--- src/idiv_pkg.sv ---
// ----------------------------------------------------------------------------
// idiv_pkg
// Shared types and codes for the pipelined integer divider.
// ----------------------------------------------------------------------------
package idiv_pkg;

    localparam int FIELD_W = 64;
    localparam int OP_W    = 2;

    localparam logic [OP_W-1:0] OP_UDIV = 2'd0;
    localparam logic [OP_W-1:0] OP_SDIV = 2'd1;
    localparam logic [OP_W-1:0] OP_UREM = 2'd2;

    // Per-item control carried alongside the datapath through the operand stage and every cell.
    typedef struct packed {
        logic neg_q;    // negate the quotient at the end
        logic rem_sel;  // deliver the remainder instead of the quotient
        logic dz;       // divisor was zero
    } t_ctl;

endpackage

--- src/idiv_cell.sv ---
// ----------------------------------------------------------------------------
// idiv_cell
// One restoring shift-subtract step: brings in the next dividend bit,
// trial-subtracts the divisor and registers remainder, quotient and control.
// ----------------------------------------------------------------------------
module idiv_cell #(
    parameter int DATA_WIDTH = 64
) (
    input  logic                  i_clk,
    input  logic                  i_rst_n,
    input  logic                  i_valid,
    output logic                  o_ready,
    input  logic [DATA_WIDTH-1:0] i_rem,
    input  logic [DATA_WIDTH-1:0] i_quo,
    input  logic [DATA_WIDTH-1:0] i_den,
    input  idiv_pkg::t_ctl        i_ctl,
    output logic                  o_valid,
    input  logic                  i_ready,
    output logic [DATA_WIDTH-1:0] o_rem,
    output logic [DATA_WIDTH-1:0] o_quo,
    output logic [DATA_WIDTH-1:0] o_den,
    output idiv_pkg::t_ctl        o_ctl
);

    logic                  r_valid;
    logic [DATA_WIDTH-1:0] r_rem;
    logic [DATA_WIDTH-1:0] r_quo;
    logic [DATA_WIDTH-1:0] r_den;
    idiv_pkg::t_ctl        r_ctl;

    logic [DATA_WIDTH:0]   trial;
    logic [DATA_WIDTH:0]   diff;
    logic                  ge;
    logic [DATA_WIDTH-1:0] n_rem;
    logic [DATA_WIDTH-1:0] n_quo;

    // Partial remainder stays below the divisor, so the shifted value fits
    // in one extra bit and a failed trial leaves it within DATA_WIDTH bits.
    always_comb begin
        trial = {i_rem, i_quo[DATA_WIDTH-1]};
        diff  = trial - {1'b0, i_den};
        ge    = ~diff[DATA_WIDTH];
        n_rem = ge ? diff[DATA_WIDTH-1:0] : trial[DATA_WIDTH-1:0];
        n_quo = {i_quo[DATA_WIDTH-2:0], ge};
    end

    assign o_ready = ~r_valid | i_ready;

    always_ff @(posedge i_clk) begin
        if (!i_rst_n) begin
            r_valid <= 1'b0;
        end else if (o_ready) begin
            r_valid <= i_valid;
        end
    end

    always_ff @(posedge i_clk) begin
        if (o_ready && i_valid) begin
            r_rem <= n_rem;
            r_quo <= n_quo;
            r_den <= i_den;
            r_ctl <= i_ctl;
        end
    end

    assign o_valid = r_valid;
    assign o_rem   = r_rem;
    assign o_quo   = r_quo;
    assign o_den   = r_den;
    assign o_ctl   = r_ctl;

endmodule
--- config.mk ---
export PLATFORM = sky130hd
export DESIGN_NAME = idiv_cell
export DESIGN_NICKNAME = d
export VERILOG_FILES = /design/src/idiv_pkg.sv /design/src/idiv_cell.sv
export SDC_FILE = /design/constraint.sdc
export NUM_CORES = 1
export LEC_CHECK = 0
export BUFFER_PORTS_ARGS = -buffer_cell sky130_fd_sc_hd__clkbuf_2
export CORE_AREA = 3 3 205 127
export CTS_CLUSTER_DIAMETER = 40
export CTS_CLUSTER_SIZE = 30
export DETAILED_ROUTE_END_ITERATION = 16
export DIE_AREA = 0 0 208 130
export HOLD_SLACK_MARGIN = 0.02
export MAX_ROUTING_LAYER = met4
export PLACE_DENSITY = 0.77
export SKIP_CTS_REPAIR_TIMING = 1
export SLEW_MARGIN = 30
export SYNTH_ARGS = -nofsm -noshare
export SYNTH_HDL_FRONTEND = slang
export SYNTH_SLANG_ARGS = --single-unit
--- constraint.sdc ---
create_clock -name i_clk -period 6.05 [get_ports i_clk]
set_input_delay 0.605 -clock i_clk [delete_from_list [all_inputs] [get_ports i_clk]]
set_output_delay 0.605 -clock i_clk [all_outputs]
set_load 0.01 [all_outputs]
Word level (Yosys, flattened, before mapping)
Cells that the tools add are included.
{"block": "word_totals", "register_bits": 196, "in_bits": 199, "output_inout_bits": 197}
{"block": "op_classes", "n_addsub": 1, "n_mux": 1, "bitwise": 3, "n_reduce_logical": 1}
{"cell": "65-bit by 64-bit subtractor with 65-bit output", "n": 1}
{"cell": "64-bit two-way mux", "n": 1}
{"cell": "1-bit NOT", "n": 2}
{"cell": "1-bit logical AND", "n": 1}
{"cell": "1-bit OR", "n": 1}

Logic depth before layout (Yosys ltp)
Gate-level depths: netlist of run 1.
{"block": "logic_depth", "word_depth": 3, "ltp_mapped": 15}

Worst setup path after synthesis of run 1
No wires, ideal clock.
{"block": "synth_timing", "path_type": "input -> register", "start": "input port i_ready", "end": "register r_ctl, in the netlist o_ctl[0] (enable)", "setup_ns": 0.580, "t_arrival_ns": 5.267, "path_slack_ns": 0.203, "path_stages": 2, "cell_sequence": "nand2b_1 and2_1"}
{"block": "synth_between", "elab_chain_cells": 2}
{"element": "start: declaration", "line_no": "idiv_cell.sv:18", "source": "input logic i_ready,"}
{"element": "1-bit OR", "line_no": "idiv_cell.sv:47", "source": "assign o_ready = ~r_valid | i_ready;"}
{"element": "1-bit logical AND", "line_no": "idiv_cell.sv:58", "source": "if (o_ready && i_valid) begin"}
{"element": "end signal: assignment", "line_no": "idiv_cell.sv:62", "source": "r_ctl <= i_ctl;"}
{"element": "end: declaration", "line_no": "idiv_cell.sv:29", "source": "idiv_pkg::t_ctl r_ctl;"}
No other way between the ends.
A chain may end at the register's enable or synchronous reset.

Final worst setup path of run 1
{"block": "layout_timing", "start": "input port i_quo[63]", "end": "register r_rem[2] (netlist: o_rem[2]), data pin"}
{"block": "layout_between", "elab_chain_cells": 2}
{"element": "start: declaration", "line_no": "idiv_cell.sv:14", "source": "input logic [DATA_WIDTH-1:0] i_quo,"}
{"element": "65-bit by 64-bit subtractor with 65-bit output", "line_no": "idiv_cell.sv:41", "source": "diff = trial - {1'b0, i_den};"}
{"element": "64-bit two-way mux", "line_no": "idiv_cell.sv:43", "source": "n_rem = ge ? diff[DATA_WIDTH-1:0] : trial[DATA_WIDTH-1:0];"}
{"element": "named net n_rem[2]", "line_no": "idiv_cell.sv:34", "source": "logic [DATA_WIDTH-1:0] n_rem;"}
{"element": "end signal: assignment", "line_no": "idiv_cell.sv:59", "source": "r_rem <= n_rem;"}
{"element": "end: declaration", "line_no": "idiv_cell.sv:26", "source": "logic [DATA_WIDTH-1:0] r_rem;"}
The timed path passes the listed nets, and every way through them passes these cells.

==> results of run 1 <==
cells by family (layout without fill, tap and decap cells):
| group | Yosys count | after routing | synth area share [%] |
|---|---|---|---|
| adder cells (fa/ha/maj) | 65 | 65 | 7.43 |
| other | 0 | 3 | 0 |
| AND/OR/NAND/NOR | 175 | 175 | 7.86 |
| flip-flops | 196 | 196 | 53.2 |
| buffers and inverters | 122 | 513 | 4.66 |
| XOR/XNOR | 60 | 60 | 4.75 |
| multiplexers | 65 | 65 | 8.59 |
| AO/OA/AOI/OAI | 233 | 233 | 13.5 |
worst min-delay path by stage:
stage	slack, ns	end	cells after the start	startpoint
CTS	0.29	o_quo[28]$_DFFE_PP_	1	i_quo[27]
finish	0.32	o_quo[39]$_DFFE_PP_	1	i_quo[38]
floorplan	0.61	o_valid$_SDFFE_PN0N_	2	o_valid$_SDFFE_PN0N_
global route	0.29	o_quo[2]$_DFFE_PP_	1	i_quo[1]
detailed placement	0.55	o_valid$_SDFFE_PN0N_	2	o_valid$_SDFFE_PN0N_
global placement	0.52	o_valid$_SDFFE_PN0N_	2	o_valid$_SDFFE_PN0N_
flip-flops by register name (all words and copies together) (netlist names):
| name | cells |
|---|---|
| o_ctl | 3 |
| o_den | 64 |
| o_quo | 64 |
| o_rem | 64 |
| o_valid | 1 |
metrics by stage:
| stage | area [um^2] | util (%) | std cells | hold WS [ns] |
|---|---|---|---|---|
| final | 13900 | 57.5 | 1632 | 0.320 |
| after detailed placement | 13300 | 55.1 | 1597 | 0.548 |
| after floorplan | 11100 | - | 916 | 0.610 |
| after CTS | 13800 | 57.4 | 1629 | 0.294 |
| after global placement | 13300 | 55.1 | 1597 | 0.517 |
| after global routing | 13900 | 57.4 | 1631 | 0.286 |
Yosys cell counts (3+ instances only):
library cell,count,area (um^2)
nand2_1,55,206
mux2_2,3,33.8
or3_1,4,25.0
a21o_1,31,233
o21bai_1,10,75.1
o211ai_1,5,37.5
o21ai_1,3,15.0
nor4_1,4,25.0
a31oi_1,13,81.3
nor2_1,29,109
buf_2,10,50.1
nor2b_1,7,43.8
o21ai_0,39,195
a21oi_1,79,395
mux2i_1,3,30.0
and2_1,3,18.8
nand2b_1,6,37.5
xor2_1,26,228
o21a_1,6,45.0
a211oi_1,11,82.6
a21boi_0,3,22.5
xnor2_1,34,298
and3_1,9,56.3
o31ai_1,4,30.0
ha_1,64,801
or4_1,3,22.5
nor3_1,15,75.1
nand4_1,19,119
o221ai_1,3,26.3
clkbuf_1,23,86.3
inv_1,82,308
nand3_1,15,75.1
mux2_4,59,886
a22oi_1,3,22.5
buf_6,6,67.6
edfxtp_1,195,5860
worst reg2reg max path: stages (launching register included):
cell      delay, ns
dfxtp_1        0.31
nand2b_1       0.11
and2_4         0.72
buf_4          0.65
layer usage:
| layer | track usage [%] | wire, um | vias up | part of all wire [%] |
|---|---|---|---|---|
| li1 | - | - | 4176 | - |
| met1 | 33.1 | 14600 | 4256 | 45 |
| met2 | 36.0 | 14600 | 455 | 45 |
| met3 | 7.40 | 3090 | 30 | 9.4 |
| met4 | 5.94 | 501 | 0 | 1.5 |
| met5 | - | 0 | - | 0 |
final cells by class:
class	instances	area, um^2
Antenna cell	3	7.51
Clock buffer	18	429
Clock inverter	14	138
Fill cell	2105	10300
Inverter	83	314
Multi-Input combinational cell	598	4660
Sequential cell	196	5880
Tap cell	322	403
Timing Repair Buffer	398	2020
power groups by stage:
stage / clock network (uW) / logic [uW] / registers (uW)
after floorplan: 0 / 584 / 1780
after global placement: 0 / 961 / 1700
after detailed placement: 0 / 978 / 1710
after CTS: 1130 / 983 / 1680
after global routing: 1190 / 1060 / 1690
final: 1100 / 984 / 1670
==> results by group, run 1 <==
Die
  • Die Y: 130 um
  • Chip width: 208 um
  • Initial Util: a little under half
  • Full die area: 27000 um^2
  • I/O pin count: between 300 and 400
  • CORE AREA: 24100 um^2
  • Num rows: between 40 and 50

Setup path
  • R2r startpoint: o_valid$_SDFFE_PN0N_
  • Worst stage delay on the critical path: 0.41 ns
  • Setup crit start kind: input port
  • Worst path cell trace: clkbuf_2 > inv_1 > ha_1 > fa_1 > nor2b_1 > o211ai_1 > a31o_2 > o21ai_1 > a41oi_2 > a21o_1 > a21oi_2 > o21ba_2 > nor3_4 > inv_4 > buf_12 > mux2_2
  • R2R depth: 3
  • Critical path data arrival time: 4.49 ns
  • Worst Setup End Kind: flip-flop
  • Critical Path Fanout Max: 39
  • Worst Setup EP: o_rem[2]$_DFFE_PP_
  • Setup slack, reg-to-reg: roughly 3.9 ns
  • Critical Path Start: i_quo[63]
  • Worst path depth: 16
  • Crit path buf inv count: 4
  • CP delay by family, top: compound AO/OA/AOI/OAI gates
  • FF-to-FF End: o_den[53]$_DFFE_PP_
  • Critical path type: input port to flip-flop
  • WP data required: around 6.3 ns
  • CP max-delay cell: fa_1

Yosys
  • Post-synthesis cell count: roughly 920
  • Ys async rst share: 0%
  • Syn_nets: 1180
  • Post-synth cell types: 60
  • Post-synth EDFFs: a little under 200
  • Seq/Total Area, Yosys: 53.2%
  • Synthesis-stage register bit count: 196
  • Post-Synthesis Cell Area: around 11000 um^2
  • Syn avg cell area: approximately 12 um^2
  • Post-synth top flop: edfxtp_1
  • Synth warn: 0

Pwr
  • Power Total: between 3000 and 4000 uW
  • Psw: between 1000 and 1500 uW
  • Combinational share of power: between 20% and 30%
  • Seq pwr share: 44.5%
  • Power Density: around 270 nW/um^2
  • Clk pwr share: between 20 and 30%
  • Maximum vdd drop: around 0.18 mV
  • Pint: 2630 uW
  • Leakage: 0.00637 uW
  • Sw Ratio: a little under a third

Timing
  • FMAX: 233 MHz
  • Max Transition Viols Final: 0
  • Worst Setup Slack, final: between 1.5 and 2 ns
  • Final hold vios: 0
  • RSZ-0062 raised after global routing: no
  • Setup TNS: 0 ns
  • Worst Tran Pin Value: ~0.93 ns
  • Fin crit period: roughly 4.3 ns
  • Clk_skew: 0.00931 ns
  • Final worst path period share: about 70%
  • Rel. slew slack: between 30% and 40%
  • Final setup fails: 0

Clock tree
  • Inserted Clock Buffers: 17
  • Reg clk slew, reported paths: roughly 0.08 ns
  • Clk root buf: clkbuf_16
  • Max clock buf depth: 2
  • Clk sink count: approximately 200
  • Worst skew pair latency: between 0.4 and 0.5 ns
  • H-tree Lvls: 4
  • CTS tree: done

Run status
  • Status: finished clean

Routing
  • 1st-pass router iterations: 5
  • Post-Route WL: approximately 33000 um
  • Post-DRT Antenna Nets: 0
  • # DRC: 0
  • WL/cell: ~20 um
  • Routed vias: 8917
  • Initial DRC Count: around 700
  • Via density: roughly 5.5

Placement
  • Pre-CTS WS: 1.30 ns
  • I/O Buffers: slightly below 400
  • Hpwl dp: 26600 um
  • Placer Congestion: 0.911

Global route
  • Vias in the first global route: between 8000 and 9000
  • Largest net degree at the start of global routing: 86
  • First-pass GRT wire length: 48500 um
  • Grt ovf: 0
  • Overall routing resource usage: approximately a quarter
  • Initial antenna violation count: 2

Cells and area
  • Layout cells sized above 1: 38.5%
  • Area growth syn-to-layout: 25.4%
  • Commonest non-fill, non-tap cell in the layout: clkbuf_2
  • Nets@finish: about 1600
  • Most frequent cells in the layout: 395 x clkbuf_2, 195 x edfxtp_1, 82 x inv_1, 79 x a21oi_1, 64 x ha_1

Run
  • Max-cap violations: 0

Hold path
  • Worst Hold Class: input port to flip-flop
Power figures use the tool's default switching activity.
==> inputs of run 2 (changes only) <==
==> constraint.sdc (replaced) <==
create_clock -name i_clk -period 3.5 [get_ports i_clk]
set_input_delay 0.35 -clock i_clk [delete_from_list [all_inputs] [get_ports i_clk]]
set_output_delay 0.35 -clock i_clk [all_outputs]
set_load 0.01 [all_outputs]
==> results by group, run 2 (synthesis gave the netlist of run 1 again) <==
Global route
  • Largest net degree at the start of global routing: 136
  • Overall routing resource usage: 25.9%
  • Grt ovf: 0
  • First-pass GRT wire length: around 52000 um
  • Vias in the first global route: between 9000 and 10000
  • Initial antenna violation count: 1

Clock tree
  • CTS tree: done
  • Max clock buf depth: 2
  • H-tree Lvls: 4
  • Inserted Clock Buffers: 17
  • Clk root buf: clkbuf_16
  • Reg clk slew, reported paths: roughly 0.08 ns
  • Worst skew pair latency: between 0.4 and 0.5 ns
  • Clk sink count: between 150 and 200

Die
  • Full die area: 27000 um^2
  • Num rows: 44
  • Chip width: ~210 um
  • CORE AREA: roughly 24000 um^2
  • Die Y: about 130 um
  • I/O pin count: ~400
  • Initial Util: 45.8%

Timing
  • Worst Tran Pin Value: 0.966 ns
  • FMAX: just under 300 MHz
  • Clk_skew: approximately 0.0093 ns
  • Final worst path period share: 96.3%
  • RSZ-0062 raised after global routing: no
  • Final hold vios: 0
  • Min Hold Slack: 0.0835 ns
  • Setup TNS: 0 ns
  • Final setup fails: 0
  • Fin crit period: 3.37 ns
  • Max Transition Viols Final: 0
  • Rel. slew slack: about a third
  • Worst Setup Slack, final: about 0.13 ns

Run
  • Max-cap violations: 0

Setup path
  • Critical path type: input port to flip-flop
  • Worst Setup End Kind: flip-flop
  • Setup crit start kind: input port
  • Critical path data arrival time: 3.55 ns
  • Worst path cell trace: clkbuf_2 > inv_1 > ha_1 > a21oi_1 > o21ai_0 > a32oi_1 > nand4_1 > a211oi_1 > buf_4 > o41ai_2 > buf_4 > a221oi_2 > o21ai_0 > xor2_1 > mux2_4
  • Crit path buf inv count: 4
  • Worst stage delay on the critical path: between 0.3 and 0.4 ns
  • WP data required: ~3.7 ns
  • Critical Path Fanout Max: 5
  • CP delay by family, top: compound AO/OA/AOI/OAI gates
  • CP max-delay cell: a221oi_2

Cells and area
  • Commonest non-fill, non-tap cell in the layout: clkbuf_2
  • Final core occ: between 60 and 70%
  • Nets@finish: around 1700
  • Layout cells sized above 1: 43.3%
  • Area growth syn-to-layout: 33.4%
  • Fill cell count: ~2000
  • Non-filler cells, final: roughly 1700
  • Most frequent cells in the layout: 395 x clkbuf_2, 195 x edfxtp_1, 104 x buf_4, 82 x inv_1, 79 x a21oi_1

Pwr
  • Power Density: roughly 470 nW/um^2
  • Leakage: roughly 0.0069 uW
  • Maximum vdd drop: 0.356 mV

Placement
  • I/O Buffers: 395
  • Placer Congestion: ~0.94
  • Pre-CTS WS: -0.246 ns
  • Hpwl dp: between 20000 and 30000 um
  • Dpl cells: 1703

Routing
  • Routed vias: just over 9000
  • # DRC: 0
  • Post-DRT Antenna Nets: 0
  • 1st-pass router iterations: 5
  • Initial DRC Count: about 890
  • Via density: 5.38
  • WL/cell: between 20 and 25 um
  • Post-Route WL: 35300 um

Hold path
  • Worst Hold Class: input port to flip-flop

Run status
  • Status: finished clean
run 2: cell types whose count changed in the layout (fill, tap and decap cells not counted), sizes merged:
cell      before  now
clkbuf       413  412
bufinv         0    2
buf            3  109
inv           90   89
diode          3    1
clkinvlp       3    2
run 2: cell type report:
type / count / area, um^2 / area share [%]
Antenna cell: 1 / 2.50 / 0.0170
Sequential cell: 196 / 5880 / 39.8
Multi-Input combinational cell: 598 / 4670 / 31.7
Clock buffer: 17 / 425 / 2.89
Timing Repair Buffer: 504 / 2860 / 19.4
Tap cell: 322 / 403 / 2.73
Inverter: 83 / 314 / 2.13
Clock inverter: 14 / 193 / 1.31
run 2: metrics by stage:
step	cell area, um^2	total power, uW
after global routing	14700	7190
after floorplan	11100	4070
final	14700	6890
after global placement	14100	4790
after CTS	14700	6920
after detailed placement	14100	4840
run 2: layer usage:
layer | GRT usage [%] | vias to the layer above | share of wire, %
met5 | - | - | 0
met4 | 4.75 | 0 | 1.1
met3 | 6.01 | 23 | 7.8
met2 | 40.1 | 435 | 46
met1 | 35.7 | 4493 | 46
li1 | - | 4380 | -
run 2: report_power, final:
group / internal, uW / leakage [uW] / total (uW) / switching (uW)
Sequential: 2840 / 0.00189 / 2900 / 58.1
Clock: 1090 / 0.000295 / 2080 / 992
Combinational: 907 / 0.00473 / 1900 / 998
run 2: path summary, 6_finish.rpt:
kind / startpoint / end / slack (ns) / cells after the start
setup / recovery: i_den[14] / o_rem[59]$_DFFE_PP_ / 0.13 / 15
hold / removal: i_quo[58] / o_quo[59]$_DFFE_PP_ / 0.08 / 1
setup reg to reg: o_valid$_SDFFE_PN0N_ / o_rem[13]$_DFFE_PP_ / 1.86 / 3
hold reg to reg: o_valid$_SDFFE_PN0N_ / o_valid$_SDFFE_PN0N_ / 0.56 / 2
